File: src/design/tcm_isqrt.sv
// ----------------------------------------------------------------------------
// Pipelined integer square root
// Floor square root of a 64 bit value, one result bit per stage.
// ----------------------------------------------------------------------------
module tcm_isqrt #(
  parameter int SW = 1
) (
  input  logic          clk,
  input  logic          rst,
  input  logic          en,
  input  logic          in_valid,
  input  logic [63:0]   in_rad,
  input  logic [SW-1:0] in_side,
  output logic          out_valid,
  output logic [31:0]   out_root,
  output logic [SW-1:0] out_side
);

  localparam int N = 32;

  logic          vld  [N];
  logic [64:0]   rem  [N];
  logic [31:0]   root [N];
  logic [SW-1:0] sd   [N];

  for (genvar i = 0; i < N; i++) begin : g_st
    localparam int K = N - 1 - i;
    logic          v_in;
    logic [64:0]   rem_in;
    logic [31:0]   root_in;
    logic [SW-1:0] sd_in;
    logic [64:0]   trial;

    if (i == 0) begin : g_first
      assign v_in    = in_valid;
      assign rem_in  = {1'b0, in_rad};
      assign root_in = '0;
      assign sd_in   = in_side;
    end else begin : g_rest
      assign v_in    = vld[i-1];
      assign rem_in  = rem[i-1];
      assign root_in = root[i-1];
      assign sd_in   = sd[i-1];
    end

    assign trial = (65'(root_in) << (K + 1)) + (65'd1 << (2 * K));

    always_ff @(posedge clk) begin
      if (rst) begin
        vld[i] <= 1'b0;
      end else if (en) begin
        vld[i] <= v_in;
      end
    end

    always_ff @(posedge clk) begin
      if (en) begin
        sd[i] <= sd_in;
        if (rem_in >= trial) begin
          rem[i]  <= rem_in - trial;
          root[i] <= root_in | (32'd1 << K);
        end else begin
          rem[i]  <= rem_in;
          root[i] <= root_in;
        end
      end
    end
  end

  assign out_valid = vld[N-1];
  assign out_root  = root[N-1];
  assign out_side  = sd[N-1];

endmodule

File: config.mk
export PLATFORM = sky130hd
export DESIGN_NAME = tcm_isqrt
export DESIGN_NICKNAME = d
export VERILOG_FILES = /design/src/design/tcm_isqrt.sv
export SDC_FILE = /design/constraint.sdc
export NUM_CORES = 2
export LEC_CHECK = 0
export CAP_MARGIN = 10
export CORE_MARGIN = 3
export CORE_UTILIZATION = 45
export CTS_CLUSTER_DIAMETER = 30
export DETAILED_ROUTE_END_ITERATION = 7
export DONT_BUFFER_PORTS = 1
export SLEW_MARGIN = 20
export SYNTH_ARGS = -nofsm -noshare
export SYNTH_HDL_FRONTEND = slang
export SYNTH_SLANG_ARGS = --single-unit
File: constraint.sdc
create_clock -name clk -period 6.2 [get_ports clk]
set_clock_uncertainty 0.2 [all_clocks]
set_input_delay 1.86 -clock clk [delete_from_list [all_inputs] [get_ports clk]]
set_output_delay 1.86 -clock clk [all_outputs]
set_load 0.02 [all_outputs]
Word-level counts from Yosys, hierarchy flattened
Memories as Yosys holds them, arrays and structs flattened.
Index checks and enable logic that the tools add are counted.
{ "totals": {"ramBits": 3168, "n_memories": 4, "reg_bits": 0, "inputBits": 69} }
{ "memory_table": {"columns": ["memory", "words", "width", "read_ports", "rd_clocked_by_memory_dff", "write_ports", "line_no", "text"], "rows": [
  ["rem", 32, 65, 31, 0, 32, "22", "logic [64:0] rem [N];"],
  ["root", 32, 32, 32, 0, 32, "23", "logic [31:0] root [N];"],
  ["sd", 32, 1, 32, 0, 32, "24", "logic [SW-1:0] sd [N];"],
  ["vld", 32, 1, 32, 0, 32, "21", "logic vld [N];"]
]} }
{ "op_classes": {"bitwise_logic": 96, "add_sub_neg": 63, "mux": 294, "magnitude_cmp": 32} }
{ "ops": {"columns": ["cell", "count"], "rows": [
  ["$mux W65", 32],
  ["$mux W32", 32],
  ["$mux W1", 230],
  ["$or A1 B1 Y1", 96],
  ["$ge A65 B34 Y1", 1],
  ["$ge A65 B35 Y1", 1],
  ["$ge A65 B36 Y1", 1],
  ["$ge A65 B37 Y1", 1],
  ["$ge A65 B38 Y1", 1],
  ["$ge A65 B39 Y1", 1],
  ["$ge A65 B40 Y1", 1],
  ["$ge A65 B41 Y1", 1],
  ["$ge A65 B42 Y1", 1],
  ["$ge A65 B43 Y1", 1],
  ["$ge A65 B44 Y1", 1],
  ["$ge A65 B45 Y1", 1],
  ["$ge A65 B46 Y1", 1],
  ["$ge A65 B47 Y1", 1],
  ["$ge A65 B48 Y1", 1],
  ["$ge A65 B49 Y1", 1],
  ["$ge A65 B50 Y1", 1],
  ["$ge A65 B51 Y1", 1],
  ["$ge A65 B52 Y1", 1],
  ["$ge A65 B53 Y1", 1],
  ["other kinds (75)", 75]
]} }

Longest topological paths before layout
An unclocked memory read counts as a cell.
{ "logic_depth": {"word_depth": 7, "mapped_depth": 14} }

Worst setup path after synthesis
OpenSTA, ideal clock, no wires.
{ "synth_timing": {"path_kind": "input to register", "startpoint": "input port en", "endpoint": "memory rem[30][0] (netlist: rem[1][910]), enable pin", "t_required_ps": 5511, "path_buffers": 4, "stages": 4, "arrival_time_ps": 5287, "path_slack_ps": 224, "path_cell_list": "clkbuf_1 clkbuf_1 clkbuf_1 clkbuf_1"} }
{ "synth_lines": {"columns": ["element", "line_no", "text"], "rows": [
  ["from (decl)", "10", "input logic en,"],
  ["to (decl)", "22", null]
]} }

==> PnR_summary.wiki <==
{| class="wikitable"
! Metric !! Value
|-
| Area of the die || 0.285 mm^2
|-
| Number of storage elements in the synthesis netlist || 2607
|-
| Mean instance size in the synthesized netlist || 12.5 um^2
|-
| Synth top area share || 0.624
|-
| Netlist area before placement || 0.125 mm^2
|-
| Pin count of the biggest net entering global routing || 242
|-
| Crit path time final || 5.99 ns
|-
| Pwr dens || 431 mW/mm^2
|-
| Clk pin slew, worst setup/hold paths || 0.05 ns
|-
| Insertion delay of the later-clocked pin in the worst-skew pair || 0.99 ns
|-
| I/O pin count || 103
|-
| Half-perimeter wire length after detailed placement || 257000 um
|-
| Net Count, Synth || 10700
|-
| Met2 Resource Use GR || 0.314
|-
| Final hold violation count || 0
|-
| Clk buf depth || 4
|-
| Total global routing overflow || 0
|-
| Number of buffers inserted by hold repair at cts || 0
|-
| VDD IR max || 0.267 mV
|-
| Number of flops mapped to enable cells by yosys || 2607
|-
| M1 GR Usage || 0.383
|-
| Worst Path Required || 6.70 ns
|-
| Initial core utilization || 0.453
|-
| Site Rows || 193
|-
| GRT Resource Usage Total || 0.239
|-
| Fraction of final layout cells sized beyond drive strength 1 || 0.120
|-
| RD Place Congestion || 1.00
|-
| Number of clock buffers inserted by TritonCTS || 576
|-
| Largest fanout on the critical path || 134
|-
| Register-to-Register Path Depth || 12
|-
| Share of synthesized area occupied by flip-flops and latches || 0.624
|-
| Yosys synthesis warning count || 0
|-
| Total number of vias || 84600
|-
| Finished Cell Area || 0.152 mm^2
|-
| Synthesis-to-finish area growth || 20.8%
|-
| Cell variety after synth || 94
|-
| Number of buffers added for setup after CTS || 0
|-
| Width of the die || 534 um
|-
| Start point of the worst hold path || root[1][362]
|-
| Initial antenna violation count || 14
|-
| Most numerous cell in the Yosys netlist || edfxtp_1
|-
| Instance count of the mapped netlist || 10100
|-
| Worst Max-Slew Pin Slew || 1.15 ns
|-
| Post-synthesis cell type with the largest combined area || edfxtp_1
|-
| Average via count per standard cell || 5.72
|-
| WL final || 349000 um
|-
| Max_slew headroom || 0.231
|-
| Max-slew violation count || 0
|-
| Highest clock rate || 167 MHz
|-
| Clock root buffer || clkbuf_16
|-
| Data arrival time of the critical path || 6.50 ns
|-
| Setup TNS || 0 ns
|-
| Total of max-cap violations || 0
|-
| DRT Pass-1 Iters || 6
|-
| CTS sink cnt || 2607
|-
| CTS HTree Levels || 6
|-
| Post-detailed-route wirelength per cell || 23.6 um
|-
| Layout Nets || 11200
|-
| Number of port buffers || 0
|-
| DIE HEIGHT || 534 um
|-
| First-pass GRT wire length || 520000 um
|-
| Most area-consuming cells after synthesis || edfxtp_1, ha_1, xnor2_1
|-
| Worst Setup End Kind || flip-flop
|-
| Iter 0 DRT Violations || 9348
|-
| Number of routed nets with antenna violations || 0
|-
| Kind of launch point of the worst setup path || input pin
|-
| GR met3 Demand/Resource || 0.0677
|-
| CTS tree || built
|-
| Area after DPL || 0.131 mm^2
|-
| Cell depth of the worst min-delay path || 0
|-
| Leak || 0.0572 uW
|-
| Via count of the first global-routing pass || 80700
|-
| Setup CP Type || in -> reg
|-
| Number of endpoints failing setup at the final stage || 0
|-
| Proportion of register bits with asynchronous set or reset after synthesis || 0
|-
| Most used flip-flop cell after synthesis || edfxtp_1
|-
| Beginning of the worst register-to-register path || root[1][439]
|-
| Unrepaired setup endpoints after global routing || no
|-
| Area of the core region || 0.277 mm^2
|-
| Hold Crit Class || reg -> reg
|-
| PnR Total Power || 65300 uW
|-
| CP startpoint || en
|-
| Commonest cells in the synthesized netlist || edfxtp_1, nand2_1, inv_1
|-
| Post-cts gate resize count || 0
|-
| Most used routing layer in global routing || met1
|-
| Part of the cycle the worst path needs || 0.966
|-
| Fillcell total || 22700
|-
| DRC violation count after routing || 0
|-
| Status || finished clean
|}
## critical path, cell delays in order
cell,delay [ns]
buf_16,0.28
buf_16,0.26
buf_16,0.24
buf_16,0.24
buf_16,0.25
buf_16,0.28
buf_16,0.24
buf_16,0.25
buf_16,0.24
or4b_2,0.60
nor3_1,0.16
o41ai_1,0.11
or4_1,0.42
a41oi_2,0.19
buf_4,0.22
mux2_2,0.36
## layout make-up
| type | count | area, um^2 | area share |
|---|---|---|---|
| diodes | 3 | 7.51 | 0.0000495 |
| clock inverters | 419 | 4910 | 0.0324 |
| clock buffers | 634 | 14700 | 0.0971 |
| inverters | 689 | 2590 | 0.0171 |
| repair buffers | 221 | 2680 | 0.0177 |
| well taps | 3705 | 4640 | 0.0306 |
| flip-flops and latches | 2607 | 78300 | 0.516 |
| multi-input cells | 6511 | 43800 | 0.289 |
## layer usage
metal,up-vias,wire [um]
li1,39100,-
met1,41500,170000
met2,3476,137000
met3,492,36000
met4,4,6640
met5,-,115
## stage by stage
step / hold slack, ns / setup WS, ns / utilization / std cells
after global placement: 0.201 / -4.26 / 0.473 / 13700
final: 0.212 / 0.208 / 0.547 / 14800
after CTS: 0.200 / 0.0593 / 0.547 / 14800
after detailed placement: 0.205 / -3.97 / 0.474 / 13700
after global routing: 0.220 / 0.0751 / 0.547 / 14800
after floorplan: 0.200 / 0.224 / - / 10100
## report_power, final
group | switching (uW) | total (uW) | internal, uW
registers | 2100 | 24400 | 22300
clock network | 10200 | 30400 | 20200
logic | 6340 | 10500 | 4170
total | 18600 | 65300 | 46600
## sequential cells by signal (all words and copies together) (netlist names)
name	flops
rem	2015
vld	32
root	528
sd	32
## path summary, 6_finish.rpt
path	end	slack, ns
min reg2reg	root[1][394]	0.21
max reg2reg	rem[1][970]	0.83
max	rem[0][828]	0.21
min	root[1][394]	0.21
## logic make-up (layout without fill, tap and decap cells)
kind of cell	count (synthesis)	in the layout	synth area share
AO/OA/AOI/OAI	1807	1807	0.0906
XOR/XNOR	904	904	0.0631
adder cells (fa/ha/maj)	558	558	0.0556
buffers and inverters	935	1963	0.0282
flip-flops	2607	2607	0.624
multiplexers	78	78	0.00681
other	0	3	0
AND/OR/NAND/NOR	3164	3164	0.132
## placed cells by master (no fill, tap or decap), types with 37 or more instances in the layout
cell type,instances
a211oi_1,41
a21o_1,253
a21oi_1,443
and2_1,72
and3_1,55
buf_4,169
bufinv_16,70
clkbuf_1,54
clkbuf_16,584
clkinv_1,76
clkinv_2,97
clkinv_4,37
clkinvlp_4,58
edfxtp_1,2607
ha_1,558
inv_1,688
inv_6,38
mux2_2,59
nand2_1,798
nand2b_1,114
nand3_1,179
nand4_1,157
nor2_1,573
nor2b_1,86
nor3_1,258
nor4_1,388
nor4b_1,57
o211ai_1,40
o21a_1,95
o21ai_0,553
o21bai_1,42
o31ai_1,50
or2_2,51
or3_1,104
or4_1,87
xnor2_1,481
xor2_1,423
Note: power is estimated with default switching activity, not from simulation.
