`src/design/tcm_modred.sv`:
```
// ----------------------------------------------------------------------------
// Pipelined modulo reduction
// Value modulo a constant by conditional subtraction, one quotient bit a stage.
// ----------------------------------------------------------------------------
module tcm_modred #(
  parameter int          SW    = 1,
  parameter int          STEPS = 1,
  parameter logic [63:0] MODV  = 64'd1
) (
  input  logic          clk,
  input  logic          rst,
  input  logic          en,
  input  logic          in_valid,
  input  logic [63:0]   in_val,
  input  logic [SW-1:0] in_side,
  output logic          out_valid,
  output logic [63:0]   out_val,
  output logic [SW-1:0] out_side
);

  logic          vld [STEPS];
  logic [63:0]   val [STEPS];
  logic [SW-1:0] sd  [STEPS];

  for (genvar i = 0; i < STEPS; i++) begin : g_st
    localparam logic [63:0] SUBV = MODV << (STEPS - 1 - i);
    logic          v_in;
    logic [63:0]   val_in;
    logic [SW-1:0] sd_in;

    if (i == 0) begin : g_first
      assign v_in   = in_valid;
      assign val_in = in_val;
      assign sd_in  = in_side;
    end else begin : g_rest
      assign v_in   = vld[i-1];
      assign val_in = val[i-1];
      assign sd_in  = sd[i-1];
    end

    always_ff @(posedge clk) begin
      if (rst) begin
        vld[i] <= 1'b0;
      end else if (en) begin
        vld[i] <= v_in;
      end
    end

    always_ff @(posedge clk) begin
      if (en) begin
        sd[i]  <= sd_in;
        val[i] <= (val_in >= SUBV) ? val_in - SUBV : val_in;
      end
    end
  end

  assign out_valid = vld[STEPS-1];
  assign out_val   = val[STEPS-1];
  assign out_side  = sd[STEPS-1];

endmodule

```
`config.mk`:
```
export PLATFORM = sky130hd
export DESIGN_NAME = tcm_modred
export DESIGN_NICKNAME = d
export VERILOG_FILES = /design/src/design/tcm_modred.sv
export SDC_FILE = /design/constraint.sdc
export NUM_CORES = 1
export LEC_CHECK = 0
export ABC_AREA = 1
export BUFFER_PORTS_ARGS = -buffer_cell sky130_fd_sc_hd__buf_4
export CORE_UTILIZATION = 35
export DETAILED_ROUTE_END_ITERATION = 10
export HOLD_SLACK_MARGIN = 0.02
export PLACE_DENSITY_LB_ADDON = 0.1
export SLEW_MARGIN = 25
export SYNTH_ARGS = -nofsm -noshare
export SYNTH_HDL_FRONTEND = slang
export SYNTH_SLANG_ARGS = --single-unit
```
`constraint.sdc`:
```
create_clock -name clk -period 2.4 [get_ports clk]
set_input_delay 0.36 -clock clk [delete_from_list [all_inputs] [get_ports clk]]
set_output_delay 0.36 -clock clk [all_outputs]
set_load 0.03 [all_outputs]
```
Yosys cells after proc, flatten, opt, wreduce, memory -nomap -nowiden

Memory sizes are Yosys's and may differ from the RTL's.
Cells that the tools add are included.

Mux-type cells: 9
Reductions and logical operators: 1
$lt $le $gt $ge: 1
$add $sub $neg: 1

Operators by type and width:

| operator                | count |
|---|---|
| $ge A64 B1 Y1 const B   | 1 |
| $mux W64                | 1 |
| $sub A64 B1 Y64 const B | 1 |
| $mux W1                 | 8 |
| $reduce_or A1 Y1        | 1 |

Bits of input ports: 69
Register bits: 0
Logic and storage cells: 15
Bits in writable memories: 66
Memories kept: 3
Output and inout port bits: 66

Memories:

| memory | depth | width | rd ports | clocked after memory_dff | write ports | RTL line | source |
|---|---|---|---|---|---|---|---|
| val    | 1     | 64    | 1        | 0                        | 1           | 22       | `logic [63:0] val [STEPS];` |
| sd     | 1     | 1     | 1        | 0                        | 1           | 23       | `logic [SW-1:0] sd [STEPS];` |
| vld    | 1     | 1     | 1        | 0                        | 1           | 21       | `logic vld [STEPS];` |

Longest topological paths before layout

Gate-level depths: netlist of the first run.

Depth in word-level cells: 5
Mapped depth: 11
Mapped depth without buffers: 11

Worst setup path after synthesis of the first run

Ideal clock, no wire load.

Kind: input port to flip-flop
From: input in_val[0]
To: memory val[0][63] (data pin)
Arrival time: 1.585 ns
Stages on the path: 10
Setup slack: 0.567 ns
Path buffers: 1
Data required time: 2.151 ns
Library setup time: 0.249 ns
Path through: inv_1 ha_1 nand2_2 nor2_4 nand2_2 nor2_4 nand3_4 buf_6 nand2_1 inv_2

Word-level cells in the longest chain between the ends: 2
Elaborated cells on any way between the ends: 3
Classes of those cells: 1 x add/sub; 1 x order compare; 1 x mux

RTL lines:

| what                                             | RTL line | source |
|---|---|---|
| start: declaration                               | 14       | `input logic [63:0] in_val,` |
| $sub A64 B1 Y64 or $ge A64 B1 Y1 (tied branches) | 52       | `val[i] <= (val_in >= SUBV) ? val_in - SUBV : val_in;` |
| $mux W64 *                                       | 52       |  |
| end: declaration                                 | 22       |  |

Mark *: on every way between the ends. The rest lies on a longest branch, timed or not.

Worst setup path after layout of the first run

From: input in_val[2]
To: memory val[0][53] (data pin)

The elaborated chain is that of the path after synthesis.

==> results_dict.tcl, run 1 <==
set metrics [dict create \
    run_status "finished clean" \
    syn_area_um2 4730 \
    final_cells 1020 \
    p_leak_uw 0.00294 \
    rsz0062_at_grt "false" \
    ant_nets 0 \
    setup_viol 0 \
    numCtsBuffers 9 \
    hp-class "in -> reg" \
    syn-num-nets 769 \
    slew_headroom 0.661 \
    ys.flop_type "edfxtp_1" \
    yosysWarnings 0 \
    ys_ff_latch 66 \
    max_freq_mhz 547 \
    yosysTopAreaCell "edfxtp_1" \
    intPower_uw 2410 \
    sw_frac_of_total 0.281 \
    clock_power_share 0.377 \
    drive_above_1_share 0.223 \
    power_frac_seq 0.418 \
    clkTransAtPathRegs_ns 0.06 \
    synth_edf_count 66 \
    crit_path_end_kind "flip-flop" \
    num-fill-cells 1385 \
    row_count 42 \
    cts_num_sinks 66 \
    clock_path_buffers 2 \
    drt_iter0_drc 251 \
    io_pins 135 \
    crit_required_ns 2.50 \
    p_switching_uw 942 \
    die_y_um 118 \
    synthTopCellsByArea "edfxtp_1 (42%), nand2_1 (21%), nor2_1 (13%), inv_1 (7.5%), xor2_1 (3.3%)" \
    die_x_um 118 \
    drv_slew 0 \
    synth_top_area_share 0.419 \
    grt_usage 0.234 \
    die_area_um2 14000 \
    wirelength_um 15800 \
    ir_drop_mv 0.270 \
    via_count 4666 \
    initial_core_util 0.359 \
    first_pass_iters 4 \
    fin_area_um2 6220 \
    postCtsResizedCells 0 \
    critPathMaxFanout 5 \
    placedCellCount 1006 \
    final_nets 912 \
    yosys.cell_count.top_type "nand2_1" \
    cts_max_level 3 \
    final-hold-violation-count 0 \
    startpoint_type "input port" \
    maxCapViolCount 0 \
    antenna_found_initial 0 \
    routedWlPerCell_um 15.5 \
    postCtsSetupBuffers 0 \
    io_buffers 134 \
    placed_area_um2 5940 \
    first_global_vias 4486 \
    grt_max_degree 50 \
    async_flop_share 0 \
    grt.overflow.total 0 \
    clockRootBuffer "clkbuf_16" \
    power_frac_comb 0.206 \
    critPathArrivalTime_ns 1.93 \
    power.density_nw_per_um2 540 \
    hpwlAfterDp_um 13300 \
    grt_pass1_wl_um 24300 \
    area.growth.synth_to_final_pct 31.5 \
    regArea_um2 1980 \
    synth.avg_cell_area_um2 6.78 \
    viasPerCell 4.57 \
    period_minus_slack_ns 1.83 \
    drc 0 \
    fin_tns_setup_ns 0 \
    multiInputGateArea_um2 2260 \
    synthTopCellsByCount "nand2_1 (260), nor2_1 (164), inv_1 (95)" \
    synthDistinctLibCells 20 \
    postLayoutCoreUtil 0.471 \
    num_antenna_cells 0 \
    crit_type "in -> reg" \
    gp_congestion 0.910 \
    tritoncts "done" \
    fin_crit_sh 0.762 \
    synthCells 698 \
    synth.yosys.seq_area_share 0.419 \
    core_area_um2 13200 \
    worstMarginPinSlew_ns 0.508 \
    holdBufCountCts 0 \
]
cell families after synthesis:
group / count (synthesis) / share of synthesized area
flip-flops: 66 / 0.419
AND/OR/NAND/NOR: 479 / 0.414
buffers and inverters: 117 / 0.102
XOR/XNOR: 24 / 0.0444
AO/OA/AOI/OAI: 10 / 0.0145
adder cells (fa/ha/maj): 2 / 0.00529
cell usage in the layout, fill, tap and decap left out:
| cell type | Yosys | final |
|---|---|---|
| edfxtp_1 | 66 | 66 |
| inv_1 | 95 | 95 |
| nand3b_1 | 7 | 7 |
| nand3_1 | 24 | 24 |
| nand2_2 | 2 | 2 |
| clkinvlp_4 | 0 | 1 |
| o21ai_2 | 5 | 5 |
| clkinv_1 | 0 | 2 |
| xnor2_1 | 6 | 6 |
| bufinv_16 | 0 | 1 |
| buf_4 | 0 | 136 |
| nor3_1 | 1 | 1 |
| xor2_1 | 18 | 18 |
| nor2_2 | 7 | 7 |
| nor2_4 | 7 | 7 |
| buf_12 | 0 | 2 |
| nand2_1 | 260 | 260 |
| nor2_1 | 164 | 164 |
| or2_2 | 1 | 1 |
| inv_2 | 16 | 16 |
| clkbuf_16 | 0 | 9 |
| ha_1 | 2 | 2 |
| clkbuf_1 | 0 | 1 |
| nand4_1 | 5 | 5 |
| o21ai_0 | 5 | 5 |
| nand3_4 | 1 | 1 |
per-layer routing:
layer | routed length, µm | global-route usage | up-vias | share of wire
li1 | - | - | 2394 | -
met1 | 7260 | 0.309 | 2105 | 0.46
met2 | 7490 | 0.388 | 147 | 0.47
met3 | 750 | 0.0319 | 20 | 0.047
met4 | 310 | 0.0873 | 0 | 0.020
met5 | 0 | 0 | - | 0
path summary, 6_finish.rpt:
path       from    endpoint  slack [ns]  depth (start not counted)
max   in_val[2]  val[0][53]        0.57                         11
min     in_side       sd[0]        0.20                          1
power groups by stage:
stage	sequential (µW)	clock, µW	combinational [µW]
after floorplan	1610	0	155
after global placement	1420	0	696
after detailed placement	1420	0	696
after CTS	1400	1290	697
after global routing	1410	1320	744
final	1400	1260	691
stage by stage:
stage | worst slack, ns | power (µW) | hold WS, ns
3_3_place_gp | 0.223 | 2120 | 0.541
3_5_place_dp | 0.193 | 2120 | 0.545
5_1_grt | 0.369 | 3480 | 0.196
2_1_floorplan | 0.567 | 1770 | 0.459
4_1_cts | 0.553 | 3390 | 0.191
6_report | 0.571 | 3360 | 0.199
critical path, cell delays in order:
cell and delay (ns):
buf_4 0.13, nor2_1 0.09, nand2_1 0.14, nor2_1 0.24
nand2_1 0.25, nor2_2 0.40, nand2_1 0.10, nand2_1 0.07
nand2_1 0.05, nand2_1 0.05, inv_1 0.04
sequential cells by signal (all words and copies together), names as in the netlist:
name and cells:
val 64, sd 1, vld 1
area by class of cell:
cell class | count | share of cell area
Multi-Input combinational cell | 515 | 0.364
Inverter | 111 | 0.0670
Clock inverter | 4 | 0.00724
Sequential cell | 66 | 0.319
Timing Repair Buffer | 138 | 0.171
Clock buffer | 10 | 0.0368
Tap cell | 176 | 0.0354
No activity file was read; power rests on OpenSTA's default activity.
==> run 2: changes to the inputs <==
--- a/config.mk
+++ b/config.mk
@@ -5,7 +5,7 @@
 export SDC_FILE = /design/constraint.sdc
 export NUM_CORES = 1
 export LEC_CHECK = 0
-export ABC_AREA = 1
+export ABC_AREA = 0
 export BUFFER_PORTS_ARGS = -buffer_cell sky130_fd_sc_hd__buf_4
 export CORE_UTILIZATION = 35
 export DETAILED_ROUTE_END_ITERATION = 10
==> constraint.sdc (replaced) <==
create_clock -name clk -period 1.69 [get_ports clk]
set_input_delay 0.2535 -clock clk [delete_from_list [all_inputs] [get_ports clk]]
set_output_delay 0.2535 -clock clk [all_outputs]
set_load 0.03 [all_outputs]
==> results_dict.tcl, run 2 <==
set metrics [dict create \
    run_status "finished with violations" \
    failed_checks "negative setup slack" \
    synthCells 299 \
    gp_congestion 0.792 \
    period_minus_slack_ns 2.40 \
    die_x_um 103 \
    maxCapViolCount 0 \
    ant_nets 0 \
    hp-class "in -> reg" \
    first_pass_iters 4 \
    async_flop_share 0 \
    critPathArrivalTime_ns 2.49 \
    crit_path_end_kind "flip-flop" \
    die_area_um2 10500 \
    p_leak_uw 0.00265 \
    largest_register_ffs 64 \
    first_global_vias 3393 \
    ir_drop_mv 0.327 \
    grt_usage 0.204 \
    synth.avg_cell_area_um2 11.8 \
    synth.yosys.seq_area_share 0.560 \
    postLayoutCoreUtil 0.661 \
    clkTransAtPathRegs_ns 0.08 \
    area.growth.synth_to_final_pct 82.6 \
    ys.flop_type "edfxtp_1" \
    cp_cell_sequence "buf_6, or4_4, or4_4, a211o_4, nor4b_4, buf_4, clkbuf_16, nor4_2, xor2_1" \
    num-fill-cells 754 \
    final-hold-violation-count 0 \
    cts_max_level 3 \
    crit_type "in -> reg" \
    core_area_um2 9770 \
    numCtsBuffers 9 \
    dp_slack_ns -1.07 \
    slew_headroom 0.673 \
    startpoint_type "input port" \
    drv_slew 0 \
    synth_edf_count 66 \
    multiInputGateArea_um2 1940 \
    ys_ff_latch 66 \
    die_y_um 103 \
    via_count 3364 \
    cp_slowest_cell "or4_4" \
    syn-num-nets 370 \
    reg_top3 "val x64, sd x1, vld x1" \
    rsz0062_at_grt "true" \
    total_power_uw 4460 \
    regMostFlops "val" \
    initial_core_util 0.362 \
    grt_max_degree 30 \
    fin_crit_sh 1.42 \
    io_buffers 134 \
    fin_area_um2 6460 \
    io_pins 135 \
    holdBufCountCts 0 \
    yosysTopAreaCell "edfxtp_1" \
    worstMarginPinSlew_ns 0.486 \
    wirelength_um 10600 \
    cts_num_sinks 66 \
    yosysWarnings 0 \
    num_antenna_cells 0 \
    crit_end "val[0][9]" \
    cp_slowest_stage_delay_ns 0.53 \
    tritoncts "done" \
    fin_tns_setup_ns -37.95 \
    crit_top_cell "or4_4" \
    synth_top_area_share 0.560 \
    hpwlAfterDp_um 7710 \
    crit_required_ns 1.78 \
    grt_pass1_wl_um 16100 \
    final_common_cell "buf_4" \
    synthTopCellsByArea "edfxtp_1 (56%), xnor2_1 (7.9%), xor2_1 (6.9%), nor4_1 (3.9%), nor2_1 (3.0%)" \
    fin_ws_ns -0.707 \
    setup_viol 64 \
    drt_iter0_drc 81 \
    power.density_nw_per_um2 690 \
    routedWlPerCell_um 15.0 \
    max_freq_mhz 417 \
    yosys.cell_count.top_type "edfxtp_1" \
    drc 0 \
    grt.overflow.total 0 \
    synthDistinctLibCells 34 \
    critPathMaxFanout 5 \
    regArea_um2 1980 \
    final_nets 640 \
    viasPerCell 4.76 \
    placed_area_um2 5710 \
    drive_above_1_share 0.627 \
    synthTopCellsByCount "edfxtp_1 (66), xnor2_1 (32), nor2_1 (28), xor2_1 (28), nor4_1 (22)" \
    syn_area_um2 3540 \
    clockRootBuffer "clkbuf_8" \
    final_cell_mix "buf_4 (249), edfxtp_1 (66), xor2_1 (28), xnor2_1 (26), nor2_1 (21)" \
    antenna_found_initial 0 \
    clock_path_buffers 2 \
    crit_path_start "in_val[61]" \
    row_count 36 \
]
## run 2: cell count changes after synthesis, moves of 10 or more
cell / delta
nand2_1: -241
nor2_1: -136
inv_1: -93
xnor2_1: +26
nor4_1: +22
nor3_1: +17
inv_2: -16
nand3_1: -11
or3_1: +11
xor2_1: +10
## run 2: area by class of cell
cell class	count	share of cell area
timing repair buffer	268	0.333
clock buffer	9	0.0192
sequential	66	0.307
multi-input combinational	222	0.300
inverter	2	0.00116
clock inverter	7	0.0145
tap	133	0.0258
## run 2: per-stage QoR
stage | cells | hold WS, ns
after floorplan | 299 | 0.352
after global placement | 679 | 0.437
after detailed placement | 679 | 0.437
after CTS | 701 | 0.0795
after global routing | 707 | 0.0806
final | 707 | 0.0948
## run 2: logic make-up (layout without fill, tap and decap cells)
kind of cell / after synthesis / count (layout) / share of synthesized area
buffers and inverters: 11 / 286 / 0.0177
flip-flops: 66 / 66 / 0.560
XOR/XNOR: 60 / 60 / 0.149
AO/OA/AOI/OAI: 9 / 9 / 0.0180
AND/OR/NAND/NOR: 150 / 150 / 0.246
multiplexers: 1 / 1 / 0.00283
adder cells (fa/ha/maj): 2 / 2 / 0.00707
## run 2: how the worst min path moves through the flow
stage / from / slack, ns / cells past startpoint / to
after floorplan: in_side / 0.35 / 0 / sd[0]
after global placement: in_side / 0.44 / 1 / sd[0]
after detailed placement: in_side / 0.44 / 1 / sd[0]
after CTS: in_side / 0.08 / 1 / sd[0]
after global routing: in_side / 0.08 / 1 / sd[0]
final: in_side / 0.09 / 1 / sd[0]
## run 2: what timing repair did
item                                    4_1_cts  5_1_grt
cloned                                        1        2
endpoints found under the setup margin       64       64
gates resized for setup                      28       54
setup buffers                                 5        5
endpoints found under the hold margin         0        0
pin swaps                                     6       15
## run 2: report_power, final
group          internal (µW)  total (µW)  leakage [µW]  switching [µW]
Clock                    828        1490      0.000107             658
Sequential              1950        1990      0.000647            41.7
Combinational            458         981       0.00189             523
Total                   3230        4460       0.00265            1220
## run 2: layer usage
metal	up-vias	GRT usage	part of all wire
li1	1674	-	-
met1	1588	0.253	0.43
met2	95	0.357	0.50
met3	7	0.0441	0.059
met4	0	0.0604	0.0085
met5	-	0	0
## run 2: critical path: cells and delay by family
family	cells	cell delay, ns
AND/OR/NAND/NOR	4	1.35
buffers and inverters	3	0.43
AO/OA/AOI/OAI	1	0.31
XOR/XNOR	1	0.14
==> run 3: changes to the inputs <==
--- a/config.mk
+++ b/config.mk
@@ -10,7 +10,6 @@
 export CORE_UTILIZATION = 35
 export DETAILED_ROUTE_END_ITERATION = 10
 export HOLD_SLACK_MARGIN = 0.02
-export PLACE_DENSITY_LB_ADDON = 0.1
 export SLEW_MARGIN = 25
 export SYNTH_ARGS = -nofsm -noshare
 export SYNTH_HDL_FRONTEND = slang
==> results_dict.tcl, run 3 (synthesis gave the netlist of run 2 again) <==
set metrics [dict create \
    grt_max_degree 39 \
    run_status "finished with violations" \
    placedCellCount 682 \
    ant_nets 0 \
    rsz0062_at_grt "true" \
    total_power_uw 4250 \
    ir_drop_mv 0.362 \
    die_area_um2 10500 \
    max_freq_mhz 431 \
    fin_crit_sh 1.37 \
    clockRootBuffer "clkbuf_8" \
    num_antenna_cells 0 \
    setup_viol 64 \
    grt_usage 0.212 \
    startpoint_type "input port" \
    io_buffers 134 \
    p_leak_uw 0.00262 \
    hp-class "in -> reg" \
    numCtsBuffers 9 \
    final_nets 642 \
    row_count 36 \
    critPathMaxFanout 22 \
    core_area_um2 9770 \
    final_cell_mix "buf_4 (259), edfxtp_1 (66), xor2_1 (28), xnor2_1 (25), nor2_1 (24)" \
    clkTransAtPathRegs_ns 0.07 \
    clock_path_buffers 2 \
    via_count 3433 \
    die_x_um 103 \
    drc 0 \
    holdBufCountCts 0 \
    cts_max_level 3 \
    critPathArrivalTime_ns 2.41 \
    tritoncts "done" \
    viasPerCell 4.84 \
    regMostFlops "val" \
    grt.overflow.total 0 \
    failed_checks "negative setup slack" \
    grt_pass1_wl_um 16800 \
    worstMarginPinSlew_ns 0.628 \
    dp_slack_ns -1.06 \
    reg_top3 "val x64, sd x1, vld x1" \
    fin_ws_ns -0.630 \
    final_common_cell "buf_4" \
    hpwlAfterDp_um 7790 \
    final-hold-violation-count 0 \
    area.growth.synth_to_final_pct 81.2 \
    first_pass_iters 4 \
    fin_tns_setup_ns -34.46 \
    crit_path_end_kind "flip-flop" \
    final_cells 709 \
    cts_num_sinks 66 \
    die_y_um 103 \
    gp_congestion 0.785 \
    io_pins 135 \
    slew_headroom 0.580 \
    drt_iter0_drc 103 \
    largest_register_ffs 64 \
    fin_hold_ws_ns 0.0802 \
    first_global_vias 3477 \
    crit_type "in -> reg" \
    crit_required_ns 1.78 \
    period_minus_slack_ns 2.32 \
    routedWlPerCell_um 15.1 \
    wirelength_um 10700 \
    antenna_found_initial 0 \
    drive_above_1_share 0.602 \
    power.density_nw_per_um2 663 \
    initial_core_util 0.362 \
    drv_slew 0 \
    maxCapViolCount 0 \
]
## run 3: changes by cell type in the layout (fill, tap and decap cells not counted), sizes merged
cell	change
bufinv	-1
buf	+4
clkinv	+1
clkbuf	-2
## run 3: final timing paths
path	slack (ns)	cells past startpoint	start	endpoint
min	0.08	1	in_side	sd[0]
max	-0.63	8	in_val[61]	val[0][27]
## run 3: area by class of cell
| class | instances | area, µm² |
|---|---|---|
| fillers | 771 | 3360 |
| repair buffers | 270 | 2130 |
| flip-flops and latches | 66 | 1980 |
| multi-input cells | 222 | 1940 |
| well taps | 133 | 166 |
| clock buffers | 9 | 124 |
| clock inverters | 7 | 60.1 |
| inverters | 2 | 7.51 |
## run 3: worst max-delay path: stages
cell and delay [ns]:
buf_6 0.09, or4_4 0.52, or4_4 0.52, a211o_4 0.31
nor4b_4 0.27, buf_12 0.21, nor3_1 0.07, xor2_1 0.15
## run 3: layer usage
layer	up-vias	track usage	share of wire
met3	13	0.0414	0.062
met1	1636	0.256	0.42
met5	-	0	0
met4	0	0.0901	0.016
li1	1673	-	-
met2	111	0.369	0.51
## run 3: where the power goes
part	switching [µW]	internal [µW]	total, µW
sequential	41.9	1950	1990
clock	614	663	1280
combinational	529	457	987
total	1190	3070	4250
## run 3: stage by stage
step	util	area (µm²)
final	0.656	6410
after detailed placement	0.587	5730
after global placement	0.587	5730
after floorplan	-	3640
after CTS	0.647	6330
after global routing	0.656	6410
## run 3: repair_timing
item                                    4_1_cts  5_1_grt
endpoints found under the setup margin       64       64
resized for setup                            55       14
buffers inserted                              4        7
gates cloned                                  2        0
hold endpoints to repair                      0        0
pin swaps                                    21       12
